[config.mk]
export PLATFORM = sky130hd
export DESIGN_NAME = torben_median_select
export DESIGN_NICKNAME = d
export VERILOG_FILES = /design/src/design/tms_pkg.sv /design/src/design/torben_median_select.sv /design/src/design/tms_datapath.sv /design/src/design/tms_ctrl.sv
export SDC_FILE = /design/constraint.sdc
export NUM_CORES = 1
export LEC_CHECK = 0
export ABC_AREA = 1
export CAP_MARGIN = 15
export CORE_MARGIN = 4
export CORE_UTILIZATION = 35
export CTS_BUF_LIST = sky130_fd_sc_hd__clkbuf_8
export CTS_CLUSTER_SIZE = 10
export DETAILED_ROUTE_END_ITERATION = 6
export DONT_BUFFER_PORTS = 1
export GPL_ROUTABILITY_DRIVEN = 0
export GPL_TIMING_DRIVEN = 0
export SETUP_SLACK_MARGIN = 0.15
export SLEW_MARGIN = 20
export SYNTH_ARGS = -nofsm -noshare
export SYNTH_HDL_FRONTEND = slang
export SYNTH_SLANG_ARGS = --single-unit
[constraint.sdc]
create_clock -name clk -period 6.7 [get_ports clk]
set_input_delay 1.005 -clock clk [delete_from_list [all_inputs] [get_ports clk]]
set_output_delay 1.005 -clock clk [all_outputs]
set_load 0.02 [all_outputs]
[src/design/tms_pkg.sv]
// ----------------------------------------------------------------------------
// tms_pkg
// Shared types and defaults for the Torben median selector: the command
// and status bundles that pass between controller and datapath.
// ----------------------------------------------------------------------------
`timescale 1ns / 1ps
`default_nettype none

package tms_pkg;

	localparam int SAMPLE_COUNT_DEF = 5;
	localparam int SAMPLE_WIDTH_DEF = 16;

	typedef struct packed {
		logic wr_en;
		logic rd_en;
		logic mm_acc;
		logic mm_first;
		logic pass_clr;
		logic pass_acc;
		logic narrow;
		logic load;
	} cmd_t;

	typedef struct packed {
		logic settled;
	} status_t;

endpackage

`default_nettype wire

[src/design/torben_median_select.sv]
// Each group takes from 1 to N+2 counting passes after its min/max scan, N = SAMPLE_COUNT.
// A new group is not accepted until the result of the last one is loaded for output;
//   the single read port of the sample store is scanned one entry a cycle by every
//   min/max and counting pass.
// Reset (arst_n low) empties the group and drops any pending result; store contents persist.
// ----------------------------------------------------------------------------
// torben_median_select
// Collects groups of signed samples and emits the median of each group,
// found by Torben's bound-narrowing method.
// ----------------------------------------------------------------------------
`timescale 1ns / 1ps
`default_nettype none

module torben_median_select #(
	parameter int SAMPLE_COUNT = tms_pkg::SAMPLE_COUNT_DEF,
	parameter int SAMPLE_WIDTH = tms_pkg::SAMPLE_WIDTH_DEF,
	localparam int TDW = ((SAMPLE_WIDTH + 7) / 8) * 8
) (
	input  wire             clk,
	input  wire             arst_n,
	input  wire             s_tvalid,
	output logic            s_tready,
	input  wire  [TDW-1:0]  s_tdata,   // [SAMPLE_WIDTH-1:0] sample
	output logic            m_tvalid,
	input  wire             m_tready,
	output logic [TDW-1:0]  m_tdata    // [SAMPLE_WIDTH-1:0] median
);

	localparam int AW = (SAMPLE_COUNT > 1) ? $clog2(SAMPLE_COUNT) : 1;

	tms_pkg::cmd_t          cmd;
	tms_pkg::status_t       status;
	logic [AW-1:0]          addr;
	logic [SAMPLE_WIDTH-1:0] median;

	tms_ctrl #(
		.SAMPLE_COUNT (SAMPLE_COUNT)
	) u_ctrl (
		.clk      (clk),
		.arst_n   (arst_n),
		.s_tvalid (s_tvalid),
		.s_tready (s_tready),
		.m_tvalid (m_tvalid),
		.m_tready (m_tready),
		.cmd      (cmd),
		.addr     (addr),
		.status   (status)
	);

	tms_datapath #(
		.SAMPLE_COUNT (SAMPLE_COUNT),
		.SAMPLE_WIDTH (SAMPLE_WIDTH)
	) u_datapath (
		.clk     (clk),
		.cmd     (cmd),
		.addr    (addr),
		.wr_data (s_tdata[SAMPLE_WIDTH-1:0]),
		.status  (status),
		.median  (median)
	);

	assign m_tdata = TDW'(median);

endmodule

`default_nettype wire

[src/design/tms_datapath.sv]
// ----------------------------------------------------------------------------
// tms_datapath
// Sample store, bound registers, midpoint, per-pass counters and the
// final median selection, all driven by controller commands.
// ----------------------------------------------------------------------------
`timescale 1ns / 1ps
`default_nettype none

module tms_datapath #(
	parameter int SAMPLE_COUNT = tms_pkg::SAMPLE_COUNT_DEF,
	parameter int SAMPLE_WIDTH = tms_pkg::SAMPLE_WIDTH_DEF,
	localparam int AW = (SAMPLE_COUNT > 1) ? $clog2(SAMPLE_COUNT) : 1
) (
	input  wire                     clk,
	input  tms_pkg::cmd_t           cmd,
	input  wire  [AW-1:0]           addr,
	input  wire  [SAMPLE_WIDTH-1:0] wr_data,
	output tms_pkg::status_t        status,
	output logic [SAMPLE_WIDTH-1:0] median
);

	localparam int SW   = SAMPLE_WIDTH;
	localparam int CW   = $clog2(SAMPLE_COUNT + 1);
	localparam int HALF = (SAMPLE_COUNT + 1) / 2;

	logic signed [SW-1:0] mem [SAMPLE_COUNT];
	logic signed [SW-1:0] rd_data_s1;

	logic signed [SW-1:0] lo_q, hi_q, guess_q, below_q, above_q, median_q;
	logic        [CW-1:0] less_q, greater_q, equal_q;

	logic signed [SW:0]   sum;
	logic signed [SW:0]   adj;
	logic signed [SW-1:0] mid;
	logic        [CW:0]   less_equal;
	logic signed [SW-1:0] pick;

	always_ff @(posedge clk) begin
		if (cmd.wr_en) begin
			mem[addr] <= $signed(wr_data);
		end
		if (cmd.rd_en) begin
			rd_data_s1 <= mem[addr];
		end
	end

	always_comb begin
		sum        = {lo_q[SW-1], lo_q} + {hi_q[SW-1], hi_q};
		adj        = sum + {{SW{1'b0}}, sum[SW]};
		mid        = adj[SW:1];
		less_equal = {1'b0, less_q} + {1'b0, equal_q};
		if (less_q >= CW'(HALF)) begin
			pick = below_q;
		end else if (less_equal >= (CW + 1)'(HALF)) begin
			pick = guess_q;
		end else begin
			pick = above_q;
		end
	end

	always_ff @(posedge clk) begin
		if (cmd.mm_acc) begin
			if (cmd.mm_first) begin
				lo_q <= rd_data_s1;
				hi_q <= rd_data_s1;
			end else begin
				if (rd_data_s1 < lo_q) lo_q <= rd_data_s1;
				if (rd_data_s1 > hi_q) hi_q <= rd_data_s1;
			end
		end else if (cmd.narrow) begin
			if (less_q > greater_q) hi_q <= below_q;
			else lo_q <= above_q;
		end

		if (cmd.pass_clr) begin
			guess_q   <= mid;
			below_q   <= lo_q;
			above_q   <= hi_q;
			less_q    <= '0;
			greater_q <= '0;
			equal_q   <= '0;
		end else if (cmd.pass_acc) begin
			if (rd_data_s1 < guess_q) begin
				less_q <= less_q + 1'b1;
				if (rd_data_s1 > below_q) below_q <= rd_data_s1;
			end else if (rd_data_s1 > guess_q) begin
				greater_q <= greater_q + 1'b1;
				if (rd_data_s1 < above_q) above_q <= rd_data_s1;
			end else begin
				equal_q <= equal_q + 1'b1;
			end
		end

		if (cmd.load) begin
			median_q <= pick;
		end
	end

	assign status.settled = (less_q <= CW'(HALF)) && (greater_q <= CW'(HALF));
	assign median         = median_q;

endmodule

`default_nettype wire

[src/design/tms_ctrl.sv]
// ----------------------------------------------------------------------------
// tms_ctrl
// Controller: collects a group of samples, sequences the min/max scan and
// the narrowing passes, and holds the result request until it is taken.
// ----------------------------------------------------------------------------
`timescale 1ns / 1ps
`default_nettype none

module tms_ctrl #(
	parameter int SAMPLE_COUNT = tms_pkg::SAMPLE_COUNT_DEF,
	localparam int AW = (SAMPLE_COUNT > 1) ? $clog2(SAMPLE_COUNT) : 1
) (
	input  wire               clk,
	input  wire               arst_n,
	input  wire               s_tvalid,
	output logic              s_tready,
	output logic              m_tvalid,
	input  wire               m_tready,
	output tms_pkg::cmd_t     cmd,
	output logic [AW-1:0]     addr,
	input  tms_pkg::status_t  status
);

	localparam int PW  = $clog2(SAMPLE_COUNT + 2);
	localparam int CAP = SAMPLE_COUNT + 1;

	typedef enum logic [2:0] {
		ST_COLLECT,
		ST_MINMAX,
		ST_MMWAIT,
		ST_PSTART,
		ST_PASS,
		ST_PWAIT,
		ST_NARROW,
		ST_DECIDE
	} state_t;

	state_t        state_q;
	logic [AW-1:0] fill_q;
	logic [AW-1:0] idx_q;
	logic [PW-1:0] pass_q;
	logic          out_valid_q;
	logic          mm_acc_s1, mm_first_s1, pass_acc_s1;

	logic accept;
	logic idx_last;
	logic fill_last;
	logic pass_cap;

	always_comb begin
		s_tready     = (state_q == ST_COLLECT);
		accept       = s_tvalid && s_tready;
		idx_last     = (idx_q == AW'(SAMPLE_COUNT - 1));
		fill_last    = (fill_q == AW'(SAMPLE_COUNT - 1));
		pass_cap     = (pass_q == PW'(CAP));
		cmd.wr_en    = accept;
		cmd.rd_en    = (state_q == ST_MINMAX) || (state_q == ST_PASS);
		cmd.mm_acc   = mm_acc_s1;
		cmd.mm_first = mm_first_s1;
		cmd.pass_clr = (state_q == ST_PSTART);
		cmd.pass_acc = pass_acc_s1;
		cmd.narrow   = (state_q == ST_NARROW) && !status.settled && !pass_cap;
		cmd.load     = (state_q == ST_DECIDE) && (!out_valid_q || m_tready);
		addr         = (state_q == ST_COLLECT) ? fill_q : idx_q;
		m_tvalid     = out_valid_q;
	end

	always_ff @(posedge clk or negedge arst_n) begin
		if (!arst_n) begin
			state_q     <= ST_COLLECT;
			fill_q      <= '0;
			idx_q       <= '0;
			pass_q      <= '0;
			out_valid_q <= 1'b0;
			mm_acc_s1   <= 1'b0;
			mm_first_s1 <= 1'b0;
			pass_acc_s1 <= 1'b0;
		end else begin
			mm_acc_s1   <= (state_q == ST_MINMAX);
			mm_first_s1 <= (state_q == ST_MINMAX) && (idx_q == '0);
			pass_acc_s1 <= (state_q == ST_PASS);

			if (cmd.load) out_valid_q <= 1'b1;
			else if (m_tready) out_valid_q <= 1'b0;

			unique case (state_q)
				ST_COLLECT: begin
					if (accept) begin
						if (fill_last) begin
							fill_q  <= '0;
							idx_q   <= '0;
							state_q <= ST_MINMAX;
						end else begin
							fill_q <= fill_q + 1'b1;
						end
					end
				end
				ST_MINMAX: begin
					if (idx_last) begin
						idx_q   <= '0;
						state_q <= ST_MMWAIT;
					end else begin
						idx_q <= idx_q + 1'b1;
					end
				end
				ST_MMWAIT: begin
					pass_q  <= '0;
					state_q <= ST_PSTART;
				end
				ST_PSTART: begin
					state_q <= ST_PASS;
				end
				ST_PASS: begin
					if (idx_last) begin
						idx_q   <= '0;
						state_q <= ST_PWAIT;
					end else begin
						idx_q <= idx_q + 1'b1;
					end
				end
				ST_PWAIT: begin
					state_q <= ST_NARROW;
				end
				ST_NARROW: begin
					if (status.settled || pass_cap) begin
						state_q <= ST_DECIDE;
					end else begin
						pass_q  <= pass_q + 1'b1;
						state_q <= ST_PSTART;
					end
				end
				ST_DECIDE: begin
					if (cmd.load) state_q <= ST_COLLECT;
				end
			endcase
		end
	end

`ifndef NO_ASSERTIONS
	a_stall_after_group: assert property (@(posedge clk) disable iff (!arst_n)
		(accept && fill_last) |=> !s_tready)
		else $error("input taken after a complete group");

	a_load_slot_free: assert property (@(posedge clk) disable iff (!arst_n)
		cmd.load |-> (!out_valid_q || m_tready))
		else $error("result loaded over an untaken request");

	a_pass_bound: assert property (@(posedge clk) disable iff (!arst_n)
		pass_q <= PW'(CAP))
		else $error("pass counter beyond its cap");

	a_fill_bound: assert property (@(posedge clk) disable iff (!arst_n)
		fill_q <= AW'(SAMPLE_COUNT - 1))
		else $error("fill count beyond group size");
`endif

endmodule

`default_nettype wire

======== After elaboration in Yosys (flattened, before gate mapping) ========
Memory sizes are Yosys's and may differ from the RTL's. A register that Yosys moved wholly into a read port is not among the register bits.
Cells that the tools add are included.
word-level totals
  word-level logic and storage cells ...... 136
  ROM bits ................................ 0
  bits in writable memories ............... 80
  register bits after elaboration ......... 121
  memories kept ........................... 1
  bits in latches ......................... 0
operators by class
  divide/modulo/power cells ............... 0
  add/subtract/negate cells ............... 9
  reduce and logical (&&, ||, !) cells .... 36
  eq/ne operators ......................... 20
  mux-type cells .......................... 40
  shifts and indexed selects .............. 0
  order comparisons ....................... 11
  $mul .................................... 0
  bitwise operators ....................... 2
memory list
  memory          words  width  read ports  clocked after Yosys merged registers in  write ports  line                text
  u_datapath.mem  5      16     1           1                                        1            tms_datapath.sv:26  logic signed [SW-1:0] mem [SAMPLE_COUNT];
operator list
  cell                                                                                  count
  16-bit 2-to-1 mux                                                                     21
  16-bit greater-than comparator                                                        3
  16-bit less-than comparator                                                           3
  3-bit 2-to-1 mux                                                                      12
  3-bit one-hot mux with 8 select lines                                                 1
  3-bit == test (second input constant)                                                 7
  2-bit nonzero test                                                                    10
  3-bit by 1-bit adder with 3-bit output (second input constant)                        6
  3-bit AND reduction                                                                   6
  16-bit by 16-bit adder with 17-bit output                                             1
  17-bit by 1-bit adder with 17-bit output                                              1
  3-bit one-hot mux with 2 select lines                                                 2
  2-bit by 1-bit inequality test with 1-bit output (second input constant)              4
  2-bit inequality test (second input constant)                                         4
  3-bit by 2-bit == test with 1-bit output (second input constant)                      2
  3-bit by 2-bit <= comparator with 1-bit output (second input constant)                2
  1-bit logical AND                                                                     6
  3-bit zero test                                                                       2
  3-bit by 2-bit inequality test with 1-bit output (second input constant)              2
  2-bit AND reduction                                                                   3
  5-bit AND reduction                                                                   1
  3-bit by 3-bit adder with 4-bit output                                                1
  4-bit by 2-bit greater-or-equal comparator with 1-bit output (second input constant)  1
  1-bit 2-to-1 mux                                                                      4
  8 further kinds                                                                       13

======== Logic depth before layout (Yosys ltp) ========
  depth after elaboration ................. 7
  mapped depth ............................ 17

======== Hierarchy ========
Synthesis repeated with hierarchy kept, for this count alone.
second synthesis, totals
  cell total of the unflattened synthesis .. 1,351
  area, all modules ....................... 12,436.9 um2
modules (own cells, without submodules)
  module        area an instance (um2)  seq. area each (um2)  cells each  times used
  tms_datapath  11,441.0                5,945.7               1,225       1
  tms_ctrl      996.0                   400.4                 126         1

======== Worst setup path after synthesis ========
No wires, ideal clock.
  path type ............................... reg-to-reg
  start point ............................. register u_datapath.rd_data_s1[7] (read register of u_datapath.mem)
  end point ............................... register u_datapath.above_q[0], enable pin
  period minus slack after synthesis ...... 3.289 ns
  cell stages (with the launch flop) ...... 12
  data required time ...................... 6.289 ns
  library setup time ...................... 0.411 ns
  arrival time ............................ 2.877 ns
  setup slack ............................. 3.411 ns
  cells stage by stage .................... edfxtp_1 > ha_1 > nand2_1 > nor2_1 > o21ai_0 > nand3_1 > nand2_1 > nand2_1 > nand2_1 > nand2_1 > nand3b_1 > o21ai_0
between the ends
  cells in the longest elaborated chain, start to end .. 3
  elaborated cells on any way between the ends .. 7
  those cells by class .................... order compare (3); eq/ne (1); reduce/logical (3)
RTL lines
  element                                                                              line                text
  from (decl)                                                                          tms_datapath.sv:27  logic signed [SW-1:0] rd_data_s1;
  16-bit less-than comparator (tied with other cells)                                  tms_datapath.sv:83  if (rd_data_s1 < guess_q) begin
  2-bit inequality test (no source line) / 2-bit nonzero test (equally long branches)  --
  4-bit AND reduction (no source line) *                                               --
  to (signal assigned)                                                                 tms_datapath.sv:78  above_q <= hi_q;
  to (signal assigned)                                                                 tms_datapath.sv:88  if (rd_data_s1 < above_q) above_q <= rd_data_s1;
  to (decl)                                                                            tms_datapath.sv:29  logic signed [SW-1:0] lo_q, hi_q, guess_q, below_q, above_q, median_q;
Every way passes the cells marked *; elsewhere a longest branch is shown, timed or not.
A chain may end at the register's enable or synchronous reset.

======== Worst setup path in the final report ========
  start point ............................. register u_ctrl.state_q[1]
  end point ............................... register u_datapath.below_q[1], enable pin
between the ends
  cells in the longest elaborated chain, start to end .. 3
  elaborated cells on any way between the ends .. 5
  those cells by class .................... eq/ne (1); reduce/logical (4)
RTL lines
  element                                     line                text
  from (decl)                                 tms_ctrl.sv:38      state_t state_q;
  from (signal assigned)                      tms_ctrl.sv:70      state_q <= ST_COLLECT;
  from (signal assigned)                      tms_ctrl.sv:92      state_q <= ST_MINMAX;
  from (signal assigned)                      tms_ctrl.sv:101     state_q <= ST_MMWAIT;
  3-bit by 2-bit == test with 1-bit output *  tms_ctrl.sv:60      cmd.pass_clr = (state_q == ST_PSTART);
  2-bit nonzero test (no source line)         --
  3-bit AND reduction (no source line) *      --
  to (signal assigned)                        tms_datapath.sv:77  below_q <= lo_q;
  to (signal assigned)                        tms_datapath.sv:85  if (rd_data_s1 > below_q) below_q <= rd_data_s1;
  to (decl)                                   tms_datapath.sv:29
Marked as above.

==> Flow_metrics.wiki <==
{| class="wikitable"
! Metric !! Value
|-
| Floorplan die width || about 200 um
|-
| Slew of the pin with the lowest slew margin || 0.918 ns
|-
| Share of cells above drive strength 1 || 0.0735
|-
| Die boundary height || a little under 200 um
|-
| Placeable core region || between 30,000 and 40,000 um2
|-
| Cell taking the most area after synthesis || edfxtp_1
|-
| Number of iterations in the first detailed-routing pass || 5
|-
| Number of DRC violations after detailed routing || 0
|-
| Largest net degree at the start of global routing || 23
|-
| Wire length of the first global-routing pass || about 48,000 um
|-
| Vias per std cell || 5.02
|-
| Worst clock skew || 0.0196 ns
|-
| CTS sink cnt || 217
|-
| Category of the worst setup path launch point || flop
|-
| Clk root buf || clkbuf_8
|-
| Number of max-cap violations || 0
|-
| Pins over their slew limit || 0
|-
| Post-synthesis average cell area || approximately 9.2 um2
|-
| Core Rows || roughly 70
|-
| Predominant post-synthesis flop cell || edfxtp_1
|-
| Fraction of synthesized area in multiplexers || 0
|-
| Initial DRC count || 572
|-
| Post-cts resize count || 0
|-
| Cell count after synthesis || approximately 1,300
|-
| Sequential cell area fraction in the yosys report || 0.516
|-
| Final-report setup violation count || 0
|-
| Layout filler cell count || around 3,300
|-
| Synth unique cells || 42
|-
| Count of buffers inserted at the top-level ports || 0
|-
| Critical path class || flop to flop
|-
| Highest-delay cell along the critical path || nor2_4
|-
| Synthesized-area fraction occupied by adder cells || 0.116
|-
| Count of flip-flops with a built-in enable after synthesis || approximately 190
|-
| Placed wire-length estimate after detailed placement || between 20,000 and 25,000 um
|-
| Residual antenna-violating net count after detailed routing || 0
|-
| Fraction of the mapped netlist area in simple logic gates || 0.183
|-
| Highest attainable clock frequency || roughly 320 MHz
|-
| Final routed wire length divided by cell count || roughly 16 um
|-
| Placed Cells incl. Taps || roughly 1,800
|-
| Via count of the routed design || 9,389
|-
| Antenna violations before repair || 0
|-
| Synthesized-area fraction occupied by ao, oa, aoi and oai cells || 0.103
|-
| Final worst-path setup slack || between 3 and 4 ns
|-
| Total wire length || just over 30,000 um
|-
| Sort of element at the end of the critical path || flop
|-
| Parity-gate share of the synthesized area counting xor and xnor cells || 0.0127
|-
| Clock Path Buffers || 3
|-
| Data arrival time at the worst-slack endpoint || approximately 3.3 ns
|-
| Unrepaired setup endpoints after global routing || false
|-
| Launch point of the critical path || u_ctrl.state_q[1]
|-
| Outcome || complete, no violations
|-
| Tcrit/Tclk final || 0.469
|-
| Cell seen most often among critical-path stages || nand2_1
|-
| Overall die area || between 30,000 and 40,000 um2
|-
| Proportion of synthesized flip-flops having asynchronous set or reset || 0.0737
|-
| Family with the most delay on the worst path || simple AND/OR/NAND/NOR gates
|-
| Headroom to the max-slew limit || 0.382
|-
| Insertion delay of the later-clocked pin in the worst-skew pair || around 0.56 ns
|-
| Total gr overflow || 0
|-
| Hold Violations, Final || 0
|-
| Kind of path behind the tightest hold check || input port to asynchronous set/reset pin
|-
| Antenna cell count || 0
|-
| Initial standard-cell utilization of the core || 0.355
|-
| Area growth from synthesis to final layout || 12.9%
|-
| Delay of the slowest critical-path stage || 0.63 ns
|-
| TritonCTS clock tree || done
|-
| Post-route minimum period || roughly 3.1 ns
|-
| Count of buffering cells on the critical path with inverters included || 2
|-
| Number of synthesis warnings || 0
|-
| Setup TNS || 0 ns
|-
| Final standard cell count with taps included and fillers excluded || 1,870
|-
| Dominant combinational cell family by area after synthesis || simple AND/OR/NAND/NOR gates
|-
| Area share of the leading cell type in the synthesized netlist || 0.469
|-
| Mapped Nets || approximately 1,500
|-
| Largest fanout on the critical path || 22
|-
| Total global-route track usage || 0.159
|-
| Count of H-tree levels built during CTS || 2
|-
| Place WS || 3.45 ns
|-
| Post-CTS Hold Fix Bufs || 0
|-
| Critical path, cell by cell || nand2_1 -> nor2_4 -> clkinv_1 -> clkbuf_1 -> nand2_1
|-
| Number of buffers inserted to repair setup after CTS || 0
|-
| Num CTS Buffers || 37
|-
| Post-synthesis sequential element count || roughly 220
|-
| Beginning of the worst register-to-register path || u_ctrl.state_q[1]
|-
| Mapped Area || ~12,000 um2
|-
| Via count of the first global-routing pass || about 9,100
|-
| Most area-consuming cells after synthesis || edfxtp_1, ha_1, nand2_1
|-
| Number of top-level pins || 38
|-
| Required time of the critical path || a little under 7 ns
|-
| Clock-pin slew on the worst setup and hold paths || roughly 0.06 ns
|-
| Layout Nets || roughly 1,500
|}
sequential cells by signal (all words and copies together) (netlist names), 16 cells and up:
register and flops:
u_datapath.hi_q 16, u_datapath.mem 80, u_datapath.rd_data_s1 16, u_datapath.median 16
u_datapath.below_q 16, u_datapath.guess_q 16, u_datapath.above_q 16, u_datapath.lo_q 16
through the flow:
step           area [um2]  hold WS [ns]   util
2_1_floorplan       12300         0.470      -
3_3_place_gp        12900         0.495  0.372
3_5_place_dp        13000         0.495  0.376
4_1_cts             13900        0.0890  0.401
5_1_grt             13900         0.105  0.401
6_report            13900         0.139  0.401
cell usage after synthesis (7+ instances only):
cell,number
a21oi_1,56
clkbuf_1,18
dfrtp_1,16
dfxtp_1,9
edfxtp_1,192
ha_1,111
inv_1,190
nand2_1,284
nand2_2,7
nand3_1,55
nand3b_1,7
nand4_1,14
nor2_1,150
nor2_2,7
o21ai_0,126
o22ai_1,18
o311ai_1,14
xor2_1,12
cells by family (layout without fill, tap and decap cells):
| group | count (synthesis) | after routing |
|---|---|---|
| buffers and inverters | 221 | 299 |
| adders and majority gates | 113 | 113 |
| and+or+nand+nor | 539 | 539 |
| AOI/OAI and AO/OA | 230 | 230 |
| xor gates and xnor gates | 17 | 17 |
| DFF | 217 | 217 |
final cells by class:
cell class | count | area, um2 | area share
sequential | 217 | 6350 | 0.457
buffer | 25 | 115 | 0.00829
clock inverter | 30 | 337 | 0.0242
tap | 455 | 569 | 0.0410
timing repair buffer | 10 | 120 | 0.00865
multi-input combinational | 899 | 5140 | 0.370
inverter | 196 | 736 | 0.0530
clock buffer | 38 | 523 | 0.0377
per-layer routing:
layer  vias to the layer above  share of wire  global-route usage
met5                         -              0                   0
met4                         0          0.022              0.0494
met3                        49          0.061              0.0328
met2                       236           0.47               0.261
met1                      4449           0.45               0.212
li1                       4655              -                   -
worst paths after layout:
path / to / slack, ns / cells after the start
min: u_ctrl.state_q[1] / 0.14 / 0
min in group clk: u_datapath.equal_q[2] / 0.51 / 2
max: u_datapath.below_q[1] / 3.56 / 5
min reg2reg: u_datapath.equal_q[2] / 0.51 / 2
max in group asynchronous: u_ctrl.mm_acc_s1 / 6.49 / 0
max reg2reg: u_datapath.below_q[1] / 3.56 / 5
layout by cell type, fill, tap and decap left out, types with 18 or more instances in the layout:
cell,instances
nor2_1,144
a21oi_1,54
clkbuf_1,18
nand2_1,284
clkbuf_8,38
ha_1,111
edfxtp_1,192
o22ai_1,18
nand3_1,55
inv_1,202
o21ai_0,124
Power is left out: the tool's default activity adds up to more than one toggle a clock period on the data nets, which glitch-free logic cannot reach.
